File: config.mk
export PLATFORM = sky130hd
export DESIGN_NAME = led_current_range_and_enable
export DESIGN_NICKNAME = d
export VERILOG_FILES = /design/src/rtl/lcr_pkg.sv /design/src/rtl/lcr_ctrl.sv /design/src/rtl/lcr_dp.sv /design/src/rtl/led_current_range_and_enable.sv
export SDC_FILE = /design/constraint.sdc
export NUM_CORES = 1
export LEC_CHECK = 0
export BUFFER_PORTS_ARGS = -buffer_cell sky130_fd_sc_hd__buf_2
export CORE_ASPECT_RATIO = 1.25
export CORE_MARGIN = 5
export CORE_UTILIZATION = 63
export CTS_CLUSTER_SIZE = 12
export DETAILED_ROUTE_END_ITERATION = 8
export GPL_ROUTABILITY_DRIVEN = 0
export HOLD_SLACK_MARGIN = 0.08
export PLACE_DENSITY_LB_ADDON = 0.25
export SLEW_MARGIN = 20
export SYNTH_ARGS = -nofsm -noshare
export SYNTH_HDL_FRONTEND = slang
export SYNTH_HIERARCHICAL = 1
export SYNTH_SLANG_ARGS = --single-unit
File: constraint.sdc
create_clock -name clk -period 6.92 [get_ports clk]
set_clock_uncertainty 0.2 [all_clocks]
set_input_delay 0.692 -clock clk [delete_from_list [all_inputs] [get_ports clk]]
set_output_delay 0.692 -clock clk [all_outputs]
set_load 0.01 [all_outputs]
File: src/rtl/lcr_pkg.sv
// Package for the LED current range and enable block.
// Holds payload structs, codes, controller types and the range limit table.
// No dependencies.
package lcr_pkg;

	localparam int CODE_BITS_DEF = 12;
	localparam int LOAD_W        = 24;
	localparam int MULT_W        = 6;
	localparam int BASE_W        = 18;
	localparam int LIMIT_W       = 24;
	localparam int RANGE_W       = 3;
	localparam int CUR_W         = 12;

	localparam logic [RANGE_W-1:0] TOP_RANGE   = 3'd7;
	localparam logic [RANGE_W-1:0] RANGE_RESET = 3'd3;
	localparam logic [LIMIT_W-1:0] TOP_LIMIT   = 24'd160000;
	localparam logic [MULT_W-1:0]  MULT_RESET  = 6'd1;

	// Configuration register indexes.
	localparam logic CFG_MULT = 1'b0;
	localparam logic CFG_MODE = 1'b1;

	typedef enum logic [1:0] {
		ACT_ENABLE  = 2'd0,
		ACT_DISABLE = 2'd1,
		ACT_SET     = 2'd2,
		ACT_QUERY   = 2'd3
	} action_t;

	typedef enum logic [1:0] {
		PWR_NONE = 2'd0,
		PWR_UP   = 2'd1,
		PWR_DOWN = 2'd2
	} power_event_t;

	typedef struct packed {
		action_t           action;
		logic              channel;
		logic [LOAD_W-1:0] load_ua;
	} req_t;

	typedef struct packed {
		logic               status;
		logic [RANGE_W-1:0] range_code;
		logic [CUR_W-1:0]   current_code;
		logic               channel_enabled;
		logic               chip_on;
		logic [1:0]         power_event;
	} rsp_t;

	typedef enum logic [2:0] {
		ST_IDLE,
		ST_PREP,
		ST_LIMIT,
		ST_CHECK,
		ST_DIV,
		ST_FINISH
	} state_t;

	typedef struct packed {
		logic capture;
		logic lim_load;
		logic idx_inc;
		logic div_start;
		logic use_top;
		logic div_step;
		logic set_err;
		logic commit;
	} cmd_t;

	typedef struct packed {
		logic is_set;
		logic scaled;
		logic below;
		logic last_idx;
		logic div_done;
		logic out_busy;
	} sts_t;

	// Unscaled range limits in microamps.
	function automatic logic [BASE_W-1:0] base_limit(input logic [RANGE_W-1:0] idx);
		logic [BASE_W-1:0] lim;
		unique case (idx)
			3'd0: lim = 18'd5000;
			3'd1: lim = 18'd10000;
			3'd2: lim = 18'd20000;
			3'd3: lim = 18'd40000;
			3'd4: lim = 18'd80000;
			default: lim = 18'd160000;
		endcase
		return lim;
	endfunction

endpackage

File: src/rtl/lcr_ctrl.sv
// Controller state machine for the LED current range and enable block.
// Sequences capture, range search, division and commit. Uses lcr_pkg.
module lcr_ctrl (
	input  logic          clk,
	input  logic          arst_n,
	input  logic          req_valid,
	output logic          req_stall,
	input  lcr_pkg::sts_t sts,
	output lcr_pkg::cmd_t cmd
);

	lcr_pkg::state_t state_q, state_nx;

	always_ff @(posedge clk or negedge arst_n) begin
		if (!arst_n) begin
			state_q <= lcr_pkg::ST_IDLE;
		end else begin
			state_q <= state_nx;
		end
	end

	always_comb begin
		state_nx = state_q;
		unique case (state_q)
			lcr_pkg::ST_IDLE: begin
				if (req_valid) state_nx = lcr_pkg::ST_PREP;
			end
			lcr_pkg::ST_PREP: begin
				if (!sts.is_set) state_nx = lcr_pkg::ST_FINISH;
				else if (sts.scaled) state_nx = lcr_pkg::ST_LIMIT;
				else state_nx = lcr_pkg::ST_DIV;
			end
			lcr_pkg::ST_LIMIT: state_nx = lcr_pkg::ST_CHECK;
			lcr_pkg::ST_CHECK: begin
				if (sts.below) state_nx = lcr_pkg::ST_DIV;
				else if (sts.last_idx) state_nx = lcr_pkg::ST_FINISH;
				else state_nx = lcr_pkg::ST_LIMIT;
			end
			lcr_pkg::ST_DIV: begin
				if (sts.div_done) state_nx = lcr_pkg::ST_FINISH;
			end
			lcr_pkg::ST_FINISH: begin
				if (!sts.out_busy) state_nx = lcr_pkg::ST_IDLE;
			end
			default: state_nx = lcr_pkg::ST_IDLE;
		endcase
	end

	always_comb begin
		cmd = '0;
		req_stall = (state_q != lcr_pkg::ST_IDLE);
		unique case (state_q)
			lcr_pkg::ST_IDLE: cmd.capture = req_valid;
			lcr_pkg::ST_PREP: begin
				if (sts.is_set && !sts.scaled) begin
					cmd.div_start = 1'b1;
					cmd.use_top   = 1'b1;
				end
			end
			lcr_pkg::ST_LIMIT: cmd.lim_load = 1'b1;
			lcr_pkg::ST_CHECK: begin
				if (sts.below) cmd.div_start = 1'b1;
				else if (sts.last_idx) cmd.set_err = 1'b1;
				else cmd.idx_inc = 1'b1;
			end
			lcr_pkg::ST_DIV: cmd.div_step = !sts.div_done;
			lcr_pkg::ST_FINISH: cmd.commit = !sts.out_busy;
			default: cmd = '0;
		endcase
	end

	// An accepted item always moves on to decoding.
	a_accept_prep: assert property (@(posedge clk) disable iff (!arst_n)
		req_valid && !req_stall |=> state_q == lcr_pkg::ST_PREP)
		else $error("accepted item did not enter decode");

	// The division runs only for set load.
	a_div_set: assert property (@(posedge clk) disable iff (!arst_n)
		state_q == lcr_pkg::ST_DIV |-> sts.is_set)
		else $error("division running for a non set-load item");

	// A commit never overwrites a result that is still waiting.
	a_commit_free: assert property (@(posedge clk) disable iff (!arst_n)
		cmd.commit |-> !sts.out_busy)
		else $error("commit while result register busy");

endmodule

File: src/rtl/lcr_dp.sv
// Datapath for the LED current range and enable block: configuration and
// state registers, range limit search, bit-serial divider, result register.
// Uses lcr_pkg; driven by lcr_ctrl commands.
module lcr_dp #(
	parameter int CODE_BITS = lcr_pkg::CODE_BITS_DEF
) (
	input  logic                       clk,
	input  logic                       arst_n,
	input  logic                       cfg_we,
	input  logic                       cfg_index,
	input  logic [lcr_pkg::MULT_W-1:0] cfg_data,
	input  lcr_pkg::req_t              req,
	output lcr_pkg::rsp_t              rsp,
	output logic                       rsp_valid,
	input  logic                       rsp_stall,
	input  lcr_pkg::cmd_t              cmd,
	output lcr_pkg::sts_t              sts
);

	localparam int DW    = CODE_BITS + lcr_pkg::LOAD_W;
	localparam int CNT_W = $clog2(DW + 1);
	localparam int LW    = lcr_pkg::LIMIT_W;

	// Configuration.
	logic [lcr_pkg::MULT_W-1:0] mult_q;
	logic                       mode_q;

	// Architectural state.
	logic [1:0]                  flags_q;
	logic                        chip_q;
	logic [lcr_pkg::RANGE_W-1:0] rsel_q;
	logic [CODE_BITS-1:0]        left_q, right_q;

	// Per-item working registers.
	lcr_pkg::req_t               req_q;
	logic [lcr_pkg::RANGE_W-1:0] idx_q;
	logic [lcr_pkg::RANGE_W-1:0] sel_q;
	logic [LW-1:0]               lim_q;
	logic                        err_q;
	logic [LW-1:0]               den_q;
	logic [LW-1:0]               rem_q;
	logic [DW-1:0]               dvd_q;
	logic [CODE_BITS-1:0]        quo_q;
	logic [CNT_W-1:0]            cnt_q;
	logic                        rsp_valid_q;

	always_ff @(posedge clk or negedge arst_n) begin
		if (!arst_n) begin
			mult_q <= lcr_pkg::MULT_RESET;
			mode_q <= 1'b0;
		end else if (cfg_we) begin
			unique case (cfg_index)
				lcr_pkg::CFG_MULT: mult_q <= cfg_data;
				lcr_pkg::CFG_MODE: mode_q <= cfg_data[0];
				default: ;
			endcase
		end
	end

	// Range limit: one 6x18 product registered per search step.
	always_ff @(posedge clk) begin
		if (cmd.capture) begin
			req_q <= req;
		end
		if (cmd.lim_load) begin
			lim_q <= LW'(mult_q) * LW'(lcr_pkg::base_limit(idx_q));
		end
	end

	always_ff @(posedge clk or negedge arst_n) begin
		if (!arst_n) begin
			idx_q <= '0;
			err_q <= 1'b0;
		end else if (cmd.capture) begin
			idx_q <= '0;
			err_q <= 1'b0;
		end else begin
			if (cmd.idx_inc) idx_q <= idx_q + 1'b1;
			if (cmd.set_err) err_q <= 1'b1;
		end
	end

	// Restoring divider, one dividend bit per cycle; only the low quotient
	// bits are kept since the code is masked to CODE_BITS.
	logic [LW:0]   trial;
	logic [LW:0]   diff;
	logic          q_bit;
	logic [DW-1:0] dvd_init;

	assign dvd_init = {req_q.load_ua, {CODE_BITS{1'b0}}} - DW'(req_q.load_ua);
	assign trial    = {rem_q, dvd_q[DW-1]};
	assign diff     = trial - {1'b0, den_q};
	assign q_bit    = (trial >= {1'b0, den_q});

	always_ff @(posedge clk) begin
		if (cmd.div_start) begin
			den_q <= cmd.use_top ? lcr_pkg::TOP_LIMIT : lim_q;
			sel_q <= cmd.use_top ? lcr_pkg::TOP_RANGE : idx_q;
			dvd_q <= dvd_init;
			rem_q <= '0;
			quo_q <= '0;
		end else if (cmd.div_step) begin
			rem_q <= q_bit ? diff[LW-1:0] : trial[LW-1:0];
			dvd_q <= {dvd_q[DW-2:0], 1'b0};
			quo_q <= {quo_q[CODE_BITS-2:0], q_bit};
		end
	end

	always_ff @(posedge clk or negedge arst_n) begin
		if (!arst_n) begin
			cnt_q <= '0;
		end else if (cmd.div_start) begin
			cnt_q <= '0;
		end else if (cmd.div_step) begin
			cnt_q <= cnt_q + 1'b1;
		end
	end

	// Next architectural state and result fields.
	logic [1:0]                  bit_sel;
	logic [1:0]                  flags_nx;
	logic                        chip_nx;
	logic [lcr_pkg::RANGE_W-1:0] rsel_nx;
	logic [CODE_BITS-1:0]        left_nx, right_nx;
	lcr_pkg::power_event_t       ev;
	logic                        status;

	assign bit_sel = req_q.channel ? 2'b10 : 2'b01;

	always_comb begin
		flags_nx = flags_q;
		chip_nx  = chip_q;
		rsel_nx  = rsel_q;
		left_nx  = left_q;
		right_nx = right_q;
		ev       = lcr_pkg::PWR_NONE;
		status   = 1'b0;
		unique case (req_q.action)
			lcr_pkg::ACT_ENABLE: begin
				flags_nx = flags_q | bit_sel;
				if (flags_nx == 2'b11) begin
					chip_nx = 1'b1;
					ev      = lcr_pkg::PWR_UP;
				end
			end
			lcr_pkg::ACT_DISABLE: begin
				flags_nx = flags_q & ~bit_sel;
				if (flags_nx == 2'b00) begin
					chip_nx = 1'b0;
					ev      = lcr_pkg::PWR_DOWN;
				end
			end
			lcr_pkg::ACT_SET: begin
				if (err_q) begin
					status = 1'b1;
				end else begin
					rsel_nx = sel_q;
					if (req_q.channel) right_nx = quo_q;
					else left_nx = quo_q;
				end
			end
			lcr_pkg::ACT_QUERY: ;
			default: ;
		endcase
	end

	always_ff @(posedge clk or negedge arst_n) begin
		if (!arst_n) begin
			flags_q <= 2'b00;
			chip_q  <= 1'b0;
			rsel_q  <= lcr_pkg::RANGE_RESET;
			left_q  <= '1;
			right_q <= '1;
		end else if (cmd.commit) begin
			flags_q <= flags_nx;
			chip_q  <= chip_nx;
			rsel_q  <= rsel_nx;
			left_q  <= left_nx;
			right_q <= right_nx;
		end
	end

	always_ff @(posedge clk) begin
		if (cmd.commit) begin
			rsp.status          <= status;
			rsp.range_code      <= rsel_nx;
			rsp.current_code    <= lcr_pkg::CUR_W'(req_q.channel ? right_nx : left_nx);
			rsp.channel_enabled <= req_q.channel ? flags_nx[1] : flags_nx[0];
			rsp.chip_on         <= chip_nx;
			rsp.power_event     <= ev;
		end
	end

	always_ff @(posedge clk or negedge arst_n) begin
		if (!arst_n) begin
			rsp_valid_q <= 1'b0;
		end else if (cmd.commit) begin
			rsp_valid_q <= 1'b1;
		end else if (!rsp_stall) begin
			rsp_valid_q <= 1'b0;
		end
	end

	assign rsp_valid = rsp_valid_q;

	assign sts.is_set   = (req_q.action == lcr_pkg::ACT_SET);
	assign sts.scaled   = mode_q;
	assign sts.below    = (req_q.load_ua < lim_q);
	assign sts.last_idx = (idx_q == lcr_pkg::TOP_RANGE);
	assign sts.div_done = (cnt_q == CNT_W'(DW));
	assign sts.out_busy = rsp_valid_q && rsp_stall;

	// Chip power follows the channel flags at their extremes.
	a_chip_on: assert property (@(posedge clk) disable iff (!arst_n)
		flags_q == 2'b11 |-> chip_q)
		else $error("both channels enabled but chip off");

	a_chip_off: assert property (@(posedge clk) disable iff (!arst_n)
		flags_q == 2'b00 |-> !chip_q)
		else $error("both channels off but chip on");

	// The partial remainder stays below the divisor while dividing.
	a_rem_bound: assert property (@(posedge clk) disable iff (!arst_n)
		$past(cmd.div_step) |-> rem_q < den_q)
		else $error("divider remainder out of range");

	// The step counter never runs past the dividend width.
	a_cnt_bound: assert property (@(posedge clk) disable iff (!arst_n)
		cnt_q <= CNT_W'(DW))
		else $error("divider step count overrun");

endmodule

File: src/rtl/led_current_range_and_enable.sv
// Enable, disable and query results pass from the decode state to the finish
// state and are registered at commit. Set load adds, in scaled mode, a product
// and a compare per range examined, then the bit-serial divider, one dividend
// bit per cycle; unscaled set load goes straight to the divider.
// Throughput: one item at a time; the next item is taken the cycle after the
// result is registered. Reset is asynchronous and active low; no clearing pass.
//
// The block holds two channel enable flags, a shared range selection and a
// current code per channel. In scaled mode set load searches the range table
// one entry at a time (product, then compare); set load then divides
// (2^CODE_BITS-1)*load by the chosen limit and keeps the low CODE_BITS bits.
// A scaled set load that finds no range skips the divider and reports its
// error at commit.
// The result register lets the next item be accepted while a result waits;
// commit holds off only if that register is still occupied.
module led_current_range_and_enable #(
	parameter int CODE_BITS = lcr_pkg::CODE_BITS_DEF
) (
	input  logic                       clk,
	input  logic                       arst_n,
	input  logic                       cfg_we,
	input  logic                       cfg_index,
	input  logic [lcr_pkg::MULT_W-1:0] cfg_data,
	input  logic                       req_valid,
	output logic                       req_stall,
	input  lcr_pkg::req_t              req,
	output logic                       rsp_valid,
	input  logic                       rsp_stall,
	output lcr_pkg::rsp_t              rsp
);

	lcr_pkg::cmd_t cmd;
	lcr_pkg::sts_t sts;

	// Controller: sequences decode, set-load search and divide, and commit.
	lcr_ctrl u_ctrl (
		.clk       (clk),
		.arst_n    (arst_n),
		.req_valid (req_valid),
		.req_stall (req_stall),
		.sts       (sts),
		.cmd       (cmd)
	);

	// Datapath: registers, limit multiplier, divider and result register.
	lcr_dp #(
		.CODE_BITS (CODE_BITS)
	) u_dp (
		.clk       (clk),
		.arst_n    (arst_n),
		.cfg_we    (cfg_we),
		.cfg_index (cfg_index),
		.cfg_data  (cfg_data),
		.req       (req),
		.rsp       (rsp),
		.rsp_valid (rsp_valid),
		.rsp_stall (rsp_stall),
		.cmd       (cmd),
		.sts       (sts)
	);

endmodule

==> key figures, run 1 <==
CTS
  • Clk sink count: 215
  • Clock Tree Root: clkbuf_16
  • # Post-CTS Setup Buffers: 0
  • H-Tree Level Count: 1
  • Hold Buf Count CTS: 0
  • CTS tree: built
  • Post-CTS sizing: 0
  • CTS max path bufs: 3
  • Clk_lat worst skew: 0.51 ns
  • Reg clk slew, reported paths: 0.06 ns
  • TritonCTS Buffers: 23

Final layout
  • Multi-input logic area: 0.00713 mm^2
  • Share of layout cells above drive strength 1: 16.2%
  • Fin util: 69.6%
  • P&R area growth vs syn: 9.01%
  • Diode count: 0
  • Layout Nets: 1528
  • Fillers: 1617
  • Register area: 0.00587 mm^2

Setup path
  • Reg-to-reg startpoint: u_dp/idx_q[2]$_DFFE_PN0P_
  • WP buf/inv: 4
  • CP Capture Type: register
  • Crit-path max FO: 17
  • R2R cell count: 20
  • Critical Path Start: u_dp/idx_q[2]$_DFFE_PN0P_
  • Worst setup SP type: register
  • CP arrival: 6.15 ns
  • Slowest cell delay on critical path: 0.65 ns
  • FF-to-FF setup slack: 0.82 ns
  • WS Path Type: register to register
  • FF-to-FF End: u_dp/lim_q[22]$_DFFE_PP_
  • CP Cell Sequence: inv_1 > ha_1 > nor3_1 > buf_4 > o21bai_1 > and2_1 > fa_1 > inv_1 > fa_1 > fa_1 > inv_1 > ha_1 > a21o_1 > a21oi_1 > o21ai_0 > o41ai_1 > o211a_1 > a21oi_1 > nor2b_1 > xnor2_1
  • CP delay by family, top: adder cells
  • Slowest-stage cell, CP: dfrtp_1
  • Worst EP required: 6.98 ns

Yosys
  • Post-synth top area share: 27.9%
  • Gate count of the mapped netlist: 1293
  • Most common cell in the netlist: inv_1
  • Top post-synthesis cells by count: inv_1, nor2_1, edfxtp_1, ha_1, nand2_1
  • Synthesis-stage register bit count: 215
  • Yosys cell types: 78
  • Warnings, synthesis: 6
  • Sequential fraction of the synthesis area: 42.7%
  • Leading area contributor after synthesis: edfxtp_1
  • Largest cells by area after synthesis: edfxtp_1, ha_1, fa_1
  • Mapped Area: 0.0138 mm^2
  • Synthesized Nets: 1477
  • Synth async-reset ratio: 23.7%
  • Syn_area_per_cell: 10.6 um^2
  • Ys flop type: edfxtp_1
  • EDFF count, synth: 128

Power
  • Maximum VDD drop: 0.342 mV
  • Clock share of power: 22.0%
  • Net Switching: 0.00181 W
  • Flop pwr share: 36.6%
  • Internal Power: 0.00346 W
  • Switching share of power: 34.4%
  • Power Total: 0.00527 W
  • Comb pwr share: 41.4%
  • Leakage dissipation: 6.71 nW
  • PwrDens: 352 mW/mm^2

Global route
  • Largest net degree at the start of global routing: 66
  • Initial antenna violation count: 0
  • Gr usage total: 22.4%
  • Vias in the first global route: 9465
  • First-pass GRT wire length: 46.3 mm
  • Grt ovf: 0

Floorplanning
  • DIE HEIGHT: 175 um
  • Placeable Area: 0.0215 mm^2
  • Starting density of the core: 63.9%
  • Die W: 142 um
  • I/O pin cnt: 61
  • # rows: 60
  • Die area: 0.0249 mm^2

Routing
  • Via/cell ratio: 5.68
  • Initial DRT Pass Iterations: 5
  • Final wirelength: 27.2 mm
  • Remaining routing DRC violations: 0
  • Post-DRT Antenna Nets: 0
  • Vias: 9315
  • Iter 0 DRT Violations: 572
  • DR WL/cell: 16.6 um

Timing
  • Fmax: 164 MHz
  • Minimum clock period: 6.10 ns
  • Period utilization: 88.1%
  • Final Hold Fails: 0
  • Relative slew slack: 36.7%
  • Setup_tns: 0 ns
  • Actual slew at the worst max-slew pin: 0.949 ns
  • Max-slew violations: 0
  • Setup Viol. Count Final: 0
  • RSZ-0062 raised after global routing: no

Placement
  • Port-buffer cells: 60
  • DPL Wire Length: 19.7 mm

Status
  • Status: finished, final reports clean

Run
  • Max-cap violations: 0

Worst hold path
  • Hold crit path type: primary input to asynchronous set/reset pin
-- flip-flops by register name, summed over array words and instances (netlist names) --
register / count
u_dp/mode_q: 1
u_dp/dvd_q: 36
u_dp/cnt_q: 6
u_dp/mult_q: 6
u_ctrl/state_q: 3
u_dp/rsel_q: 3
u_dp/err_q: 1
u_dp/rem_q: 24
u_dp/lim_q: 21
u_dp/left_q: 12
u_dp/den_q: 21
u_dp/req_q: 27
u_dp/sel_q: 3
u_dp/quo_q: 12
u_dp/idx_q: 3
u_dp/right_q: 12
u_dp/chip_q: 1
u_dp/flags_q: 2
u_dp/rsp_valid: 1
u_dp/rsp: 20
-- worst max path at each step --
stage	to	slack, ns	depth (start not counted)
finish	u_dp/lim_q[22]$_DFFE_PP_	0.82	20
global route	u_dp/lim_q[22]$_DFFE_PP_	0.47	20
CTS	u_dp/lim_q[22]$_DFFE_PP_	0.92	20
detailed placement	u_dp/lim_q[22]$_DFFE_PP_	0.91	20
global placement	u_dp/lim_q[22]$_DFFE_PP_	1.09	20
floorplan	u_dp/lim_q[22]$_DFFE_PP_	1.19	21
-- through the flow --
step                      setup WS [ns]  instances  hold slack, ns  cell area [um^2]
after CTS                         0.916       1640           0.130             15000
after floorplan                    1.19       1293           0.196             13800
after detailed placement          0.913       1598           0.284             14300
after global placement             1.09       1598           0.269             14300
after global routing              0.472       1640           0.125             15000
final                             0.824       1640           0.127             15000
-- power by group through the flow --
stage	logic (W)	registers, W	clock network, W
finish	0.00218	0.00193	0.00116
global route	0.00251	0.00197	0.00125
CTS	0.00221	0.00193	0.00119
detailed placement	0.00218	0.00195	0
global placement	0.00212	0.00194	0
floorplan	0.00182	0.00189	0
-- layout make-up --
class                           count  share of cell area, %
Multi-Input combinational cell    889                   47.6
Clock buffer                       38                   4.69
Timing Repair Buffer               69                   2.45
Inverter                          146                   3.65
Sequential cell                   215                   39.2
Tap cell                          279                   2.33
Clock inverter                      4                  0.158
-- per-layer routing --
layer | vias to the layer above | global-route usage, % | wire length [um]
li1 | 4564 | - | -
met1 | 4520 | 29.3 | 11300
met2 | 186 | 38.7 | 14000
met3 | 45 | 2.52 | 1140
met4 | 0 | 7.20 | 744
met5 | - | 0 | 0
-- cells by family (layout without fill, tap and decap cells) --
group / Yosys count / count (layout) / synth area share, %
AOI/OAI and AO/OA: 200 / 200 / 9.96
buffers and inverters: 189 / 257 / 5.67
muxes: 104 / 104 / 8.10
and+or+nand+nor: 374 / 374 / 13.3
adders and majority gates: 145 / 145 / 16.1
xor gates and xnor gates: 66 / 66 / 4.20
DFF: 215 / 215 / 42.7
-- cell usage in the layout (no fill, tap or decap), drive strengths merged, types with 4 or more instances in the layout --
cell type / count
ha: 92
nand2: 69
dfstp: 27
nor3: 26
o2111ai: 4
fa: 53
clkbuf: 38
a21o: 18
o21a: 9
nand4: 9
o211ai: 5
nand4b: 4
a211oi: 19
mux2i: 45
or2: 10
o21bai: 5
nand2b: 13
mux2: 59
and2: 38
or3: 7
dfxtp: 36
xor2: 20
and3: 8
a31oi: 8
inv: 147
o21ai: 43
dfrtp: 24
nor2b: 35
buf: 69
a31o: 4
xnor2: 46
nor2: 133
nand3: 11
edfxtp: 128
a21oi: 49
o31ai: 4
Note: power is estimated with default switching activity, not from simulation.
==> run 2, diff against run 1 <==
- GPL_TIMING_DRIVEN: unset -> 0
==> run 2 against run 1 <==
  * Clock power barely moved
  * Power rose by 2.3%
  * Flip-flop and latch count did not move
  * Fmax fell by 5.2%
  * Die area did not move
  * Non-clock buffer count rose by 40
  * Register-to-register slack got worse by 0.34 ns
  * Worst setup slack got worse by 0.34 ns
  * Count of clock-buffer cells in the layout fell by 2
  * Cell count rose by 2.4%
  * Utilization rose by 1.2 points
  * Sequential power barely moved
  * Critical path type unchanged
  * Largest cell class unchanged
==> key figures, run 2 (same netlist as run 1, synthesis figures left out) <==
Global route
  • Largest net degree at the start of global routing: 52 (-21%)
  • Grt ovf: 0 (unchanged)
  • Gr usage total: 24.0% (+1.6 points)
  • Vias in the first global route: 10097 (+6.7%)
  • Initial antenna violation count: 0 (unchanged)
  • First-pass GRT wire length: 49.0 mm (+5.8%)

Routing
  • Via/cell ratio: 5.85 (+3.0%)
  • DR WL/cell: 17.4 um (+4.9%)
  • Final wirelength: 29.2 mm (+7.3%)
  • Iter 0 DRT Violations: 660 (+15%)
  • Remaining routing DRC violations: 0 (unchanged)
  • Initial DRT Pass Iterations: 5 (unchanged)
  • Vias: 9820 (+5.4%)
  • Post-DRT Antenna Nets: 0 (unchanged)

Setup path
  • CP arrival: 6.56 ns (+0.41 ns)
  • R2R cell count: 20 (unchanged)
  • Critical Path Start: u_dp/idx_q[2]$_DFFE_PN0P_
  • FF-to-FF End: u_dp/lim_q[21]$_DFFE_PP_
  • Worst Setup EP: u_dp/lim_q[21]$_DFFE_PP_
  • Crit-path max FO: 10 (-7)
  • Reg-to-reg startpoint: u_dp/idx_q[2]$_DFFE_PN0P_
  • FF-to-FF setup slack: 0.49 ns (-0.34 ns)
  • CP Capture Type: register
  • Worst setup SP type: register
  • WS Path Type: register to register
  • Worst EP required: 7.05 ns (+0.07 ns)

Final layout
  • Biggest register: u_dp/dvd_q
  • Layout Nets: 1568 (+2.6%)
  • Final Instance Area: 0.0152 mm^2 (+1.7%)
  • Commonest non-fill, non-tap cell in the layout: inv_1
  • Most frequent cells in the layout: inv_1, nor2_1, edfxtp_1, ha_1, nand2_1
  • P&R area growth vs syn: 10.8%
  • Share of layout cells above drive strength 1: 15.9% (-0.38 points)
  • Diode count: 0 (unchanged)
  • Max reg flops: 36 (unchanged)
  • Largest registers: u_dp/dvd_q x36, u_dp/req_q x27, u_dp/rem_q x24

Timing
  • RSZ-0062 raised after global routing: no
  • Setup Viol. Count Final: 0 (unchanged)
  • Setup_tns: 0 ns (unchanged)
  • Max-slew violations: 0 (unchanged)
  • Period utilization: 93.0% (+4.9 points)
  • Final Hold Fails: 0 (unchanged)
  • Fmax: 155 MHz (-5.2%)
  • Actual slew at the worst max-slew pin: 0.840 ns (-0.109 ns)
  • Minimum clock period: 6.43 ns (+0.336 ns)
  • Relative slew slack: 42.5% (+5.8 points)

Power
  • Internal Power: 0.00351 W (+1.5%)
  • Leakage dissipation: 6.80 nW (+1.3%)
  • PwrDens: 354 mW/mm^2 (+0.64%)
  • Net Switching: 0.00189 W (+3.9%)
  • Maximum VDD drop: 0.371 mV (+8.5%)
  • Comb pwr share: 42.7% (+1.3 points)
  • Clock share of power: 21.7% (-0.3 points)
  • Switching share of power: 35.0% (+0.55 points)
  • Flop pwr share: 35.6% (-1.0 points)

Floorplanning
  • Die area: 0.0249 mm^2 (unchanged)
  • Starting density of the core: 63.9% (unchanged)
  • Die W: 142 um (unchanged)
  • DIE HEIGHT: 175 um (unchanged)
  • Placeable Area: 0.0215 mm^2 (unchanged)
  • # rows: 60 (unchanged)
  • I/O pin cnt: 61 (unchanged)

CTS
  • TritonCTS Buffers: 23 (unchanged)
  • Clk_lat worst skew: 0.50 ns (about the same)
  • # Post-CTS Setup Buffers: 0 (unchanged)
  • Reg clk slew, reported paths: 0.06 ns (about the same)
  • H-Tree Level Count: 1 (unchanged)
  • CTS tree: built
  • Clock Tree Root: clkbuf_16
  • CTS max path bufs: 3 (unchanged)
  • Clk sink count: 215 (unchanged)

Placement
  • Port-buffer cells: 60 (unchanged)
  • DPL Wire Length: 22.4 mm (+14%)
  • Placed inst area: 0.0145 mm^2 (+1.7%)

Run
  • Max-cap violations: 0 (unchanged)

Worst hold path
  • Hold crit path type: primary input to register

Status
  • Status: finished, final reports clean
[run 2: changes by cell type in the layout (fill, tap and decap cells not counted), sizes merged]
cell	delta
dlygate4sd3	+3
dlygate4sd1	+1
clkbuf	+24
buf	+10
bufinv	+2
clkinv	-1
[run 2: worst max-delay path: stages, from the launching register on]
cell	delay (ns)
dfrtp_1	0.47
clkbuf_1	0.41
inv_1	0.26
ha_1	0.29
clkbuf_1	0.24
nor3_4	0.42
o21bai_1	0.29
and2_1	0.20
fa_1	0.41
inv_1	0.08
fa_1	0.43
fa_1	0.54
inv_1	0.04
ha_1	0.33
a21oi_1	0.27
nor2b_1	0.12
o221ai_1	0.29
a21oi_1	0.14
a31oi_1	0.37
mux2_2	0.38
o211ai_1	0.10
[run 2: worst min-delay path by stage]
stage                           startpoint                       endpoint  slack, ns  depth (start not counted)
2_1_floorplan                       arst_n  u_ctrl/state_q[0]$_DFFE_PN0P_       0.20                          0
3_3_place_gp    u_dp/rem_q[0]$_SDFFE_PP0P_     u_dp/rem_q[0]$_SDFFE_PP0P_       0.27                          2
3_5_place_dp   u_dp/rem_q[23]$_SDFFE_PP0P_    u_dp/rem_q[23]$_SDFFE_PP0P_       0.29                          2
4_1_cts                            req[23]       u_dp/req_q[23]$_DFFE_PP_       0.14                          1
5_1_grt                            req[23]       u_dp/req_q[23]$_DFFE_PP_       0.15                          1
6_report                           req[22]       u_dp/req_q[22]$_DFFE_PP_       0.16                          1
[run 2: timing repair]
item                                    in CTS  in global routing
gates resized for setup                      0                  3
hold buffers                                 1                  0
hold endpoints to repair                    24                  0
endpoints found under the setup margin       0                  7
[run 2: power groups by stage]
stage | sequential [W] | clock (W) | combinational, W
floorplan | 0.00189 | 0 | 0.00182
global placement | 0.00193 | 0 | 0.00220
detailed placement | 0.00194 | 0 | 0.00229
CTS | 0.00192 | 0.00119 | 0.00231
global route | 0.00195 | 0.00125 | 0.00261
finish | 0.00192 | 0.00117 | 0.00230
[run 2: metrics by stage]
step / hold WS, ns / worst slack, ns / cells / total power, W / utilization, %
floorplan: 0.196 / 1.19 / 1293 / 0.00371 / -
global placement: 0.273 / 0.0630 / 1632 / 0.00413 / 66.9
detailed placement: 0.292 / 0.00965 / 1637 / 0.00424 / 67.4
CTS: 0.138 / 0.0152 / 1679 / 0.00543 / 70.7
global route: 0.146 / 0.0828 / 1679 / 0.00581 / 70.8
finish: 0.162 / 0.488 / 1679 / 0.00540 / 70.8
[run 2: routing by layer]
layer / wire length, um / part of all wire, % / track usage [%] / up-vias
met5: 0 / 0 / 0 / -
met4: 1100 / 3.8 / 10.2 / 0
met3: 1590 / 5.5 / 3.04 / 91
met2: 15000 / 51 / 41.6 / 331
met1: 11500 / 40 / 30.0 / 4758
li1: - / - / - / 4640
[run 2: final cells by class]
class                   count  area (um^2)
inverters                 146          548
plain buffers              43          233
repair buffers             66          394
multi-input cells         889         7140
clock inverters             5         75.1
clock buffers              36          634
well taps                 279          349
flip-flops and latches    215         5870
fillers                  1590         6300
